File: src/rtl/core/cle_pkg.sv
// ============================================================================
// cle_pkg - console line editor shared definitions
// Character codes, register indexes, channel payload types and the result
// bundle that passes from the decoder to the output stage.
// ============================================================================
`default_nettype none

package cle_pkg;

   // default line capacity
   localparam int LINE_MAX_DEFAULT = 256;

   // character codes
   localparam logic [7:0] CODE_TAB    = 8'd9;
   localparam logic [7:0] CODE_NL     = 8'd10;
   localparam logic [7:0] CODE_CR     = 8'd13;
   localparam logic [7:0] CODE_SPACE  = 8'd32;
   localparam logic [7:0] CODE_CTRL   = 8'd64;   // offset for caret notation
   localparam logic [7:0] CODE_CARET  = 8'd94;
   localparam logic [7:0] CODE_DEL    = 8'd127;

   // register indexes
   localparam logic REG_ECHO_ON    = 1'b0;
   localparam logic REG_MAX_LENGTH = 1'b1;

   localparam logic [8:0] MAX_LENGTH_RESET = 9'd256;

   typedef struct packed {
      logic [7:0] char_in;
   } req_payload_type;

   typedef struct packed {
      logic       echo_valid;
      logic [6:0] echo_char;
      logic       store_valid;
      logic [7:0] store_index;
      logic [6:0] store_char;
      logic       line_done;
      logic [8:0] line_length;
      logic       last;
   } rsp_payload_type;

   typedef struct packed {
      logic       index;
      logic [8:0] data;
   } csr_payload_type;

   // everything one character produces; n_results of zero means nothing
   typedef struct packed {
      logic [1:0]      n_results;
      logic            echo_valid;
      logic [2:0][6:0] echo_char;
      logic            store_valid;
      logic [7:0]      store_index;
      logic [6:0]      store_char;
      logic            line_done;
      logic [8:0]      line_length;
   } bundle_type;

   // bits for a stored-character count that stays below line_max
   function automatic int count_width(input int line_max);
      count_width = (line_max > 1) ? $clog2(line_max) : 1;
   endfunction

   // bits for compares against the length limit (at least the register width)
   function automatic int limit_width(input int line_max);
      limit_width = ($clog2(line_max + 1) > 9) ? $clog2(line_max + 1) : 9;
   endfunction

endpackage

`default_nettype wire

File: src/rtl/core/cle_chan_if.sv
// ============================================================================
// cle_chan_if - valid/ready channel
// One transfer per rising edge with valid and ready both high.
// ============================================================================
`default_nettype none

interface cle_chan_if #(
   parameter type payload_type = logic
);
   logic        valid;
   logic        ready;
   payload_type payload;

   modport source (output valid, output payload, input ready);
   modport sink   (input valid, input payload, output ready);
endinterface

`default_nettype wire

File: src/rtl/core/cle_decode.sv
// ============================================================================
// cle_decode - character decoder
// Turns one received character and the current count into the result bundle
// and the next count.
// ============================================================================
`default_nettype none

module cle_decode
   import cle_pkg::*;
#(
   parameter int LINE_MAX = LINE_MAX_DEFAULT
) (
   input  wire logic [7:0]                     char_in,
   input  wire logic [count_width(LINE_MAX)-1:0] char_count,
   input  wire logic                           echo_on,
   input  wire logic [8:0]                     max_length,
   output bundle_type                          bundle,
   output logic [count_width(LINE_MAX)-1:0]    count_in
);

   localparam int CW = count_width(LINE_MAX);
   localparam int LW = limit_width(LINE_MAX);
   localparam logic [LW-1:0] LIMIT_TOP = LW'(LINE_MAX);

   logic [LW-1:0] count_ext;
   logic [LW-1:0] count_next;
   logic [LW-1:0] max_ext;
   logic [LW-1:0] limit;
   logic          done;
   logic          printable;

   always_comb begin
      count_ext  = LW'(char_count);
      count_next = count_ext + LW'(1);
      max_ext    = LW'(max_length);
      priority if (max_ext == '0) begin
         limit = LW'(1);
      end else if (max_ext > LIMIT_TOP) begin
         limit = LIMIT_TOP;
      end else begin
         limit = max_ext;
      end
      done      = (count_next >= limit);
      printable = (char_in == CODE_TAB) || (char_in >= CODE_SPACE);
   end

   always_comb begin
      bundle   = '0;
      count_in = char_count;
      priority if (char_in == CODE_CR) begin
         bundle.n_results    = 2'd1;
         bundle.echo_valid   = echo_on;
         bundle.echo_char[0] = echo_on ? CODE_NL[6:0] : 7'd0;
         bundle.line_done    = 1'b1;
         bundle.line_length  = count_ext[8:0];
         count_in            = '0;
      end else if (char_in == CODE_DEL) begin
         // DEL on an empty line does nothing
         if (char_count != '0) begin
            bundle.n_results    = 2'd1;
            bundle.echo_valid   = echo_on;
            bundle.echo_char[0] = echo_on ? CODE_DEL[6:0] : 7'd0;
            count_in            = char_count - CW'(1);
         end
      end else if (char_in < CODE_DEL) begin
         bundle.store_valid = 1'b1;
         bundle.store_index = count_ext[7:0];
         bundle.store_char  = char_in[6:0];
         bundle.line_done   = done;
         bundle.line_length = done ? count_next[8:0] : 9'd0;
         count_in           = done ? '0 : count_next[CW-1:0];
         if (!echo_on) begin
            bundle.n_results = 2'd1;
         end else if (printable) begin
            bundle.echo_valid   = 1'b1;
            bundle.echo_char[0] = char_in[6:0];
            bundle.echo_char[1] = done ? CODE_NL[6:0] : 7'd0;
            bundle.n_results    = done ? 2'd2 : 2'd1;
         end else begin
            bundle.echo_valid   = 1'b1;
            bundle.echo_char[0] = CODE_CARET[6:0];
            bundle.echo_char[1] = 7'(char_in + CODE_CTRL);
            bundle.echo_char[2] = done ? CODE_NL[6:0] : 7'd0;
            bundle.n_results    = done ? 2'd3 : 2'd2;
         end
      end else begin
         // codes above DEL are dropped
         bundle = '0;
      end
   end

endmodule

`default_nettype wire

File: src/rtl/core/console_line_editor_echo.sv
// ============================================================================
// console_line_editor_echo - console line editor with echo
// Edits an input line one received character at a time and reports echo,
// store and line-end events on the result channel.
// ============================================================================
// Each accepted character goes through an input register, is decoded against
// the current stored-character count, and lands in a result register as a
// bundle of one to three results (echo chars, store, line end); the count is
// updated in that same cycle, so the next character can be decoded right
// behind it. The first result is offered once the character has passed the
// input register and been decoded into the result register. A character that
// yields several results holds the result register until its last result
// transfers, so throughput is one character per cycle for single-result
// characters while the receiver keeps ready high (three results at most:
// caret echo plus newline). DEL on an empty line and codes above 127 produce
// nothing and do not occupy the result register. Configuration writes are
// always ready and must only be issued while the block is idle.
// ============================================================================
`default_nettype none

module console_line_editor_echo
   import cle_pkg::*;
#(
   parameter int LINE_MAX = LINE_MAX_DEFAULT
) (
   input wire logic clock,
   input wire logic reset,
   cle_chan_if.sink   req_chan,
   cle_chan_if.source rsp_chan,
   cle_chan_if.sink   csr_chan
);

   localparam int CW = count_width(LINE_MAX);

   // configuration
   logic       echo_on_ff;
   logic [8:0] max_length_ff;
   logic       csr_xfer;

   // input register
   logic       in_valid_ff;
   logic [7:0] in_char_ff;

   // line state
   logic [CW-1:0] char_count_ff;
   logic [CW-1:0] char_count_in;

   // result register
   bundle_type bnd_in;
   bundle_type bnd_ff;
   logic       bnd_valid_ff;
   logic [1:0] pos_ff;

   logic req_xfer;
   logic rsp_xfer;
   logic final_res;
   logic drain;
   logic advance;

   // ---------------------------------------------------------------------
   // Handshake control
   // ---------------------------------------------------------------------
   assign final_res = (pos_ff == (bnd_ff.n_results - 2'd1));
   assign rsp_xfer  = rsp_chan.valid && rsp_chan.ready;
   // result register frees up when its last result transfers
   assign drain     = rsp_xfer && final_res;
   assign advance   = in_valid_ff && (!bnd_valid_ff || drain);
   assign req_chan.ready = !in_valid_ff || advance;
   assign req_xfer  = req_chan.valid && req_chan.ready;

   assign csr_chan.ready = 1'b1;
   assign csr_xfer = csr_chan.valid;

   // ---------------------------------------------------------------------
   // Decoder
   // ---------------------------------------------------------------------
   cle_decode #(
      .LINE_MAX (LINE_MAX)
   ) u_decode (
      .char_in    (in_char_ff),
      .char_count (char_count_ff),
      .echo_on    (echo_on_ff),
      .max_length (max_length_ff),
      .bundle     (bnd_in),
      .count_in   (char_count_in)
   );

   // ---------------------------------------------------------------------
   // Registers
   // ---------------------------------------------------------------------
   always_ff @(posedge clock) begin
      if (reset) begin
         echo_on_ff    <= 1'b1;
         max_length_ff <= MAX_LENGTH_RESET;
      end else if (csr_xfer) begin
         unique case (csr_chan.payload.index)
            REG_ECHO_ON:    echo_on_ff    <= csr_chan.payload.data[0];
            REG_MAX_LENGTH: max_length_ff <= csr_chan.payload.data;
            default:        ;
         endcase
      end
   end

   always_ff @(posedge clock) begin
      if (reset) begin
         in_valid_ff <= 1'b0;
      end else if (req_xfer) begin
         in_valid_ff <= 1'b1;
      end else if (advance) begin
         in_valid_ff <= 1'b0;
      end
   end

   always_ff @(posedge clock) begin
      if (req_xfer) begin
         in_char_ff <= req_chan.payload.char_in;
      end
   end

   // count moves as soon as a character is decoded
   always_ff @(posedge clock) begin
      if (reset) begin
         char_count_ff <= '0;
      end else if (advance) begin
         char_count_ff <= char_count_in;
      end
   end

   always_ff @(posedge clock) begin
      if (reset) begin
         bnd_valid_ff <= 1'b0;
         pos_ff       <= 2'd0;
      end else if (advance) begin
         bnd_valid_ff <= (bnd_in.n_results != 2'd0);
         pos_ff       <= 2'd0;
      end else if (drain) begin
         bnd_valid_ff <= 1'b0;
         pos_ff       <= 2'd0;
      end else if (rsp_xfer) begin
         pos_ff <= pos_ff + 2'd1;
      end
   end

   always_ff @(posedge clock) begin
      if (advance) begin
         bnd_ff <= bnd_in;
      end
   end

   // ---------------------------------------------------------------------
   // Result selection: store fields ride on the first result, line end on
   // the final one; echo char stepped by position
   // ---------------------------------------------------------------------
   always_comb begin
      rsp_chan.valid               = bnd_valid_ff;
      rsp_chan.payload.echo_valid  = bnd_ff.echo_valid;
      rsp_chan.payload.echo_char   = bnd_ff.echo_char[pos_ff];
      rsp_chan.payload.store_valid = (pos_ff == 2'd0) && bnd_ff.store_valid;
      rsp_chan.payload.store_index = (pos_ff == 2'd0) ? bnd_ff.store_index : 8'd0;
      rsp_chan.payload.store_char  = (pos_ff == 2'd0) ? bnd_ff.store_char : 7'd0;
      rsp_chan.payload.line_done   = final_res && bnd_ff.line_done;
      rsp_chan.payload.line_length = final_res ? bnd_ff.line_length : 9'd0;
      rsp_chan.payload.last        = final_res;
   end

   // ---------------------------------------------------------------------
   // Assertions
   // ---------------------------------------------------------------------
   a_bundle_nonempty: assert property (@(posedge clock) disable iff (reset)
      bnd_valid_ff |-> (bnd_ff.n_results != 2'd0))
      else $error("result register holds an empty bundle");

   a_pos_in_range: assert property (@(posedge clock) disable iff (reset)
      bnd_valid_ff |-> (pos_ff < bnd_ff.n_results))
      else $error("result position past bundle end");

   a_count_bound: assert property (@(posedge clock) disable iff (reset)
      (CW + 1)'(char_count_ff) < (CW + 1)'(LINE_MAX))
      else $error("stored count reached line capacity");

   a_bundle_holds: assert property (@(posedge clock) disable iff (reset)
      (rsp_xfer && !final_res) |=> (rsp_chan.valid && $stable(bnd_ff)))
      else $error("bundle changed before its last result transferred");

endmodule

`default_nettype wire

File: src/flat_wrapper.sv
// flat-port wrapper written by rule: the top's interface ports become plain ports
module console_line_editor_echo_flat import cle_pkg::*;
#(
   parameter int LINE_MAX = LINE_MAX_DEFAULT
)
  (clock, reset, req_chan_valid, req_chan_payload, req_chan_ready, rsp_chan_valid, rsp_chan_payload, rsp_chan_ready, csr_chan_valid, csr_chan_payload, csr_chan_ready);
  cle_chan_if #(.payload_type(req_payload_type)) req_chan_i ();
  cle_chan_if #(.payload_type(rsp_payload_type)) rsp_chan_i ();
  cle_chan_if #(.payload_type(csr_payload_type)) csr_chan_i ();
  input wire logic clock;
  input wire logic reset;
  input wire logic [$bits(req_chan_i.valid)-1:0] req_chan_valid;
  input wire logic [$bits(req_chan_i.payload)-1:0] req_chan_payload;
  output wire logic [$bits(req_chan_i.ready)-1:0] req_chan_ready;
  output wire logic [$bits(rsp_chan_i.valid)-1:0] rsp_chan_valid;
  output wire logic [$bits(rsp_chan_i.payload)-1:0] rsp_chan_payload;
  input wire logic [$bits(rsp_chan_i.ready)-1:0] rsp_chan_ready;
  input wire logic [$bits(csr_chan_i.valid)-1:0] csr_chan_valid;
  input wire logic [$bits(csr_chan_i.payload)-1:0] csr_chan_payload;
  output wire logic [$bits(csr_chan_i.ready)-1:0] csr_chan_ready;
  assign req_chan_i.valid = req_chan_valid;
  assign req_chan_i.payload = req_chan_payload;
  assign req_chan_ready = req_chan_i.ready;
  assign rsp_chan_valid = rsp_chan_i.valid;
  assign rsp_chan_payload = rsp_chan_i.payload;
  assign rsp_chan_i.ready = rsp_chan_ready;
  assign csr_chan_i.valid = csr_chan_valid;
  assign csr_chan_i.payload = csr_chan_payload;
  assign csr_chan_ready = csr_chan_i.ready;
  console_line_editor_echo #(.LINE_MAX(LINE_MAX)) u_core (.clock(clock), .reset(reset), .req_chan(req_chan_i), .rsp_chan(rsp_chan_i), .csr_chan(csr_chan_i));
endmodule
File: config.mk
export PLATFORM = sky130hd
export DESIGN_NAME = console_line_editor_echo_flat
export DESIGN_NICKNAME = d
export VERILOG_FILES = /design/src/rtl/core/cle_pkg.sv /design/src/rtl/core/cle_chan_if.sv /design/src/rtl/core/cle_decode.sv /design/src/rtl/core/console_line_editor_echo.sv /design/src/flat_wrapper.sv
export SDC_FILE = /design/constraint.sdc
export NUM_CORES = 1
export LEC_CHECK = 0
export BUFFER_PORTS_ARGS = -buffer_cell sky130_fd_sc_hd__buf_2
export CORE_ASPECT_RATIO = 1.75
export CORE_MARGIN = 3
export CORE_UTILIZATION = 50
export CTS_CLUSTER_DIAMETER = 80
export DETAILED_ROUTE_END_ITERATION = 10
export PLACE_DENSITY = 0.76
export SYNTH_ARGS = -nofsm -noshare
export SYNTH_HDL_FRONTEND = slang
export SYNTH_SLANG_ARGS = --single-unit
File: constraint.sdc
create_clock -name clock -period 4.7 [get_ports clock]
set_input_delay 0.94 -clock clock [delete_from_list [all_inputs] [get_ports clock]]
set_output_delay 0.94 -clock clock [all_outputs]
set_load 0.05 [all_outputs]
==> results.yml <==
cells_and_area:
  nets: 485
  fill_cells: 700
  antenna_cells: 0
  seq_area_um2: 2000
  multi_input_area_um2: 1730
  instances_no_fill: 542
  drive_above_1_share_pct: 18.9
  syn2layout_area_growth_pct: 14.9
clock_tree:
  cts_resized: 0
  clk_pin_slew_ps: 60
  clock_path_buffers: 2
  cts_root_buf: "clkbuf_16"
  clk-insertion-delay-late_ps: 330
  cts_tree: "built"
  ctsHoldBuffers: 0
  cts_setup_buffers: 0
  numClockSinks: 74
  numCtsBuffers: 9
  h-tree-depth: 3
sta:
  rsz0062_at_grt: "no"
  worst_slack_ps: 1310
  slew_headroom_pct: 30.3
  tightest_slew_ps: 1030
  max_clock_freq_ghz: 0.295
  finalCriticalPeriod_ps: 3390
  finalSetupViolCount: 0
  setup_tns_ps: 0
  fin_crit_sh_pct: 72.2
  maxSlewViolCount: 0
  clock_skew_ps: 9.57
  hold_violations: 0
synth:
  yosys.area_share.simple_pct: 24.1
  syn_area_per_cell_um2: 9.70
  synth_seq_cells: 74
  synth_compound_area_share_pct: 11.4
  synth_cell_types: 50
  ys_warn_count: 0
  netlist_instances: 403
  synth.top_cells.by_area: "edfxtp_1 (40%), dfxtp_1 (11%), and2_1 (6.7%)"
  syn_nets: 439
  synth_top_cell_by_area: "edfxtp_1"
  async_flop_share_pct: 0
  synth_most_common_cell: "edfxtp_1"
  synth_top_cells_by_count: "edfxtp_1 (52), nand2_1 (51), and2_1 (42)"
  synth-main-ff-cell: "edfxtp_1"
  yosysSeqAreaShare_pct: 51.2
  synth_xor_area_share_pct: 2.02
  synth_edf_count: 52
  netlist.area_leader.share_pct: 40.0
  syn_area_um2: 3910
  synth_top_family_by_area: "simple AND/OR/NAND/NOR gates"
  synthAdderAreaFrac_pct: 4.16
  synth.area.mux_share_pct: 2.08
floorplanning:
  dieArea_um2: 8950
  pin_count: 61
  fp.coreArea_um2: 7570
  die_y_um: 123
  initial_core_util_pct: 51.6
  rows: 42
  die_w_um: 72.8
power:
  p_leak_nw: 1.76
  total_power_mw: 1.59
  p_comb_share_pct: 13.1
  ir_drop_v: 0.000261
  clockPowerShare_pct: 39.3
  power.share.switching_pct: 27.3
  power_switching_uw: 434
  internal_power_mw: 1.15
  power_frac_seq_pct: 47.6
  power-per-cell-area_nw_per_um2: 353
placement:
  port_buffers: 59
  hpwl_um: 6360
  post-place-cells: 526
  pre_cts_ws_ps: 1340
  gp_congestion: 0.901
run_status:
  status: "finished, final reports clean"
global_route:
  grt_usage_pct: 20.8
  grt-ovfl-total: 0
  grt_pass1_vias: 2953
  grt_pass1_wl_um: 14200
  grt_antenna_before_repair: 0
  grt_max_degree: 46
hold_path:
  whs_endpoint: "u_core.max_length_ff[0]"
  whs_path_depth: 2
  hold_path.class: "reg2reg"
  holdCritStartpoint: "u_core.max_length_ff[0]"
worst_setup_path:
  r2r-start: "u_core.char_count_ff[0]"
  crit_path_start_kind: "flip-flop"
  reg2reg_to: "u_core.rsp_chan.valid"
  r2r_setup_slack_ps: 1310
  worst-setup-path-type: "reg2out"
  crit_path_end_kind: "output port"
  cp.arrival_ps: 2450
  ff2ff_path_depth: 15
  path_max_fanout: 13
  cp.required_ps: 3760
routing:
  via_per_inst: 5.67
  postRouteAntennaNets: 0
  num_vias: 3073
  wl_per_cell_um: 15.7
  dr.pass1.iters: 4
  drt_wl_total_um: 8490
  drc_errors: 0
  drt-initial-drc-count: 222
flow_run:
  max-cap-violations: 0
-- how the worst max path moves through the flow --
stage / startpoint / end / slack, ps / depth (start not counted)
CTS: u_core.pos_ff[0] / rsp_chan_payload[5] / 1200 / 4
global route: u_core.char_count_ff[4] / u_core.rsp_chan.valid / 900 / 15
global placement: u_core.char_count_ff[0] / u_core.char_count_ff[3] / 1440 / 12
finish: u_core.pos_ff[0] / rsp_chan_payload[3] / 1310 / 4
floorplan: u_core.char_count_ff[0] / u_core.rsp_chan.valid / 1390 / 16
detailed placement: u_core.char_count_ff[0] / u_core.char_count_ff[3] / 1340 / 12
-- registers in the layout (all words and copies together) (netlist names) --
register and cells:
u_core.pos_ff 2, u_core.echo_on_ff 1, u_core.max_length_ff 9, u_core.rsp_chan.payload 1, u_core.in_char_ff 8, u_core.rsp_chan.valid 1, u_core.char_count_ff 8, u_core.bnd_ff 43
u_core.in_valid_ff 1
-- cells in the final DEF (no fill, tap or decap), drive strengths merged, types with 10 or more instances in the layout --
cell / n
buf: 62
o21ai: 19
nand3: 10
and2: 42
edfxtp: 52
ha: 13
inv: 15
dfxtp: 22
a21oi: 28
nand2: 51
nor2: 28
-- layer usage --
layer,track usage (%),part of all wire [%],wire length [um]
met5,0,0,0
met4,10.9,2.8,235
met3,3.74,5.5,469
met2,37.7,55,4690
met1,22.4,36,3100
-- cells by family after synthesis --
kind of cell               count (synthesis)
DFF                                       74
buffers and inverters                     42
other                                      2
and+or+nand+nor                          181
muxes                                      8
AOI/OAI and AO/OA                         74
xor gates and xnor gates                   9
adders and majority gates                 13
-- cell type report --
cell class	instances	area share, %
clock buffers	9	5.02
clock inverters	7	1.20
inverters	15	1.25
multi-input cells	287	38.4
flip-flops and latches	74	44.6
well taps	88	2.45
repair buffers	62	7.08
-- power groups by stage --
stage               logic, mW  clock network, mW  registers [mW]
detailed placement      0.208                  0           0.769
global placement        0.205                  0           0.767
global route            0.227              0.660           0.759
CTS                     0.209              0.632           0.755
finish                  0.207              0.623           0.755
floorplan               0.163                  0           0.760
-- critical path: stages (launching register included) --
cell,delay [ps]
dfxtp_1,710
nand2b_1,90
o21ai_0,820
and2_1,240
buf_2,260
-- through the flow --
| step | cell area (um2) | utilization [%] | hold slack (ps) |
|---|---|---|---|
| floorplan | 3910 | - | 436 |
| global placement | 4210 | 55.7 | 453 |
| detailed placement | 4210 | 55.7 | 466 |
| CTS | 4490 | 59.3 | 475 |
| global route | 4490 | 59.3 | 498 |
| finish | 4490 | 59.3 | 470 |
Power figures use the tool's default switching activity.
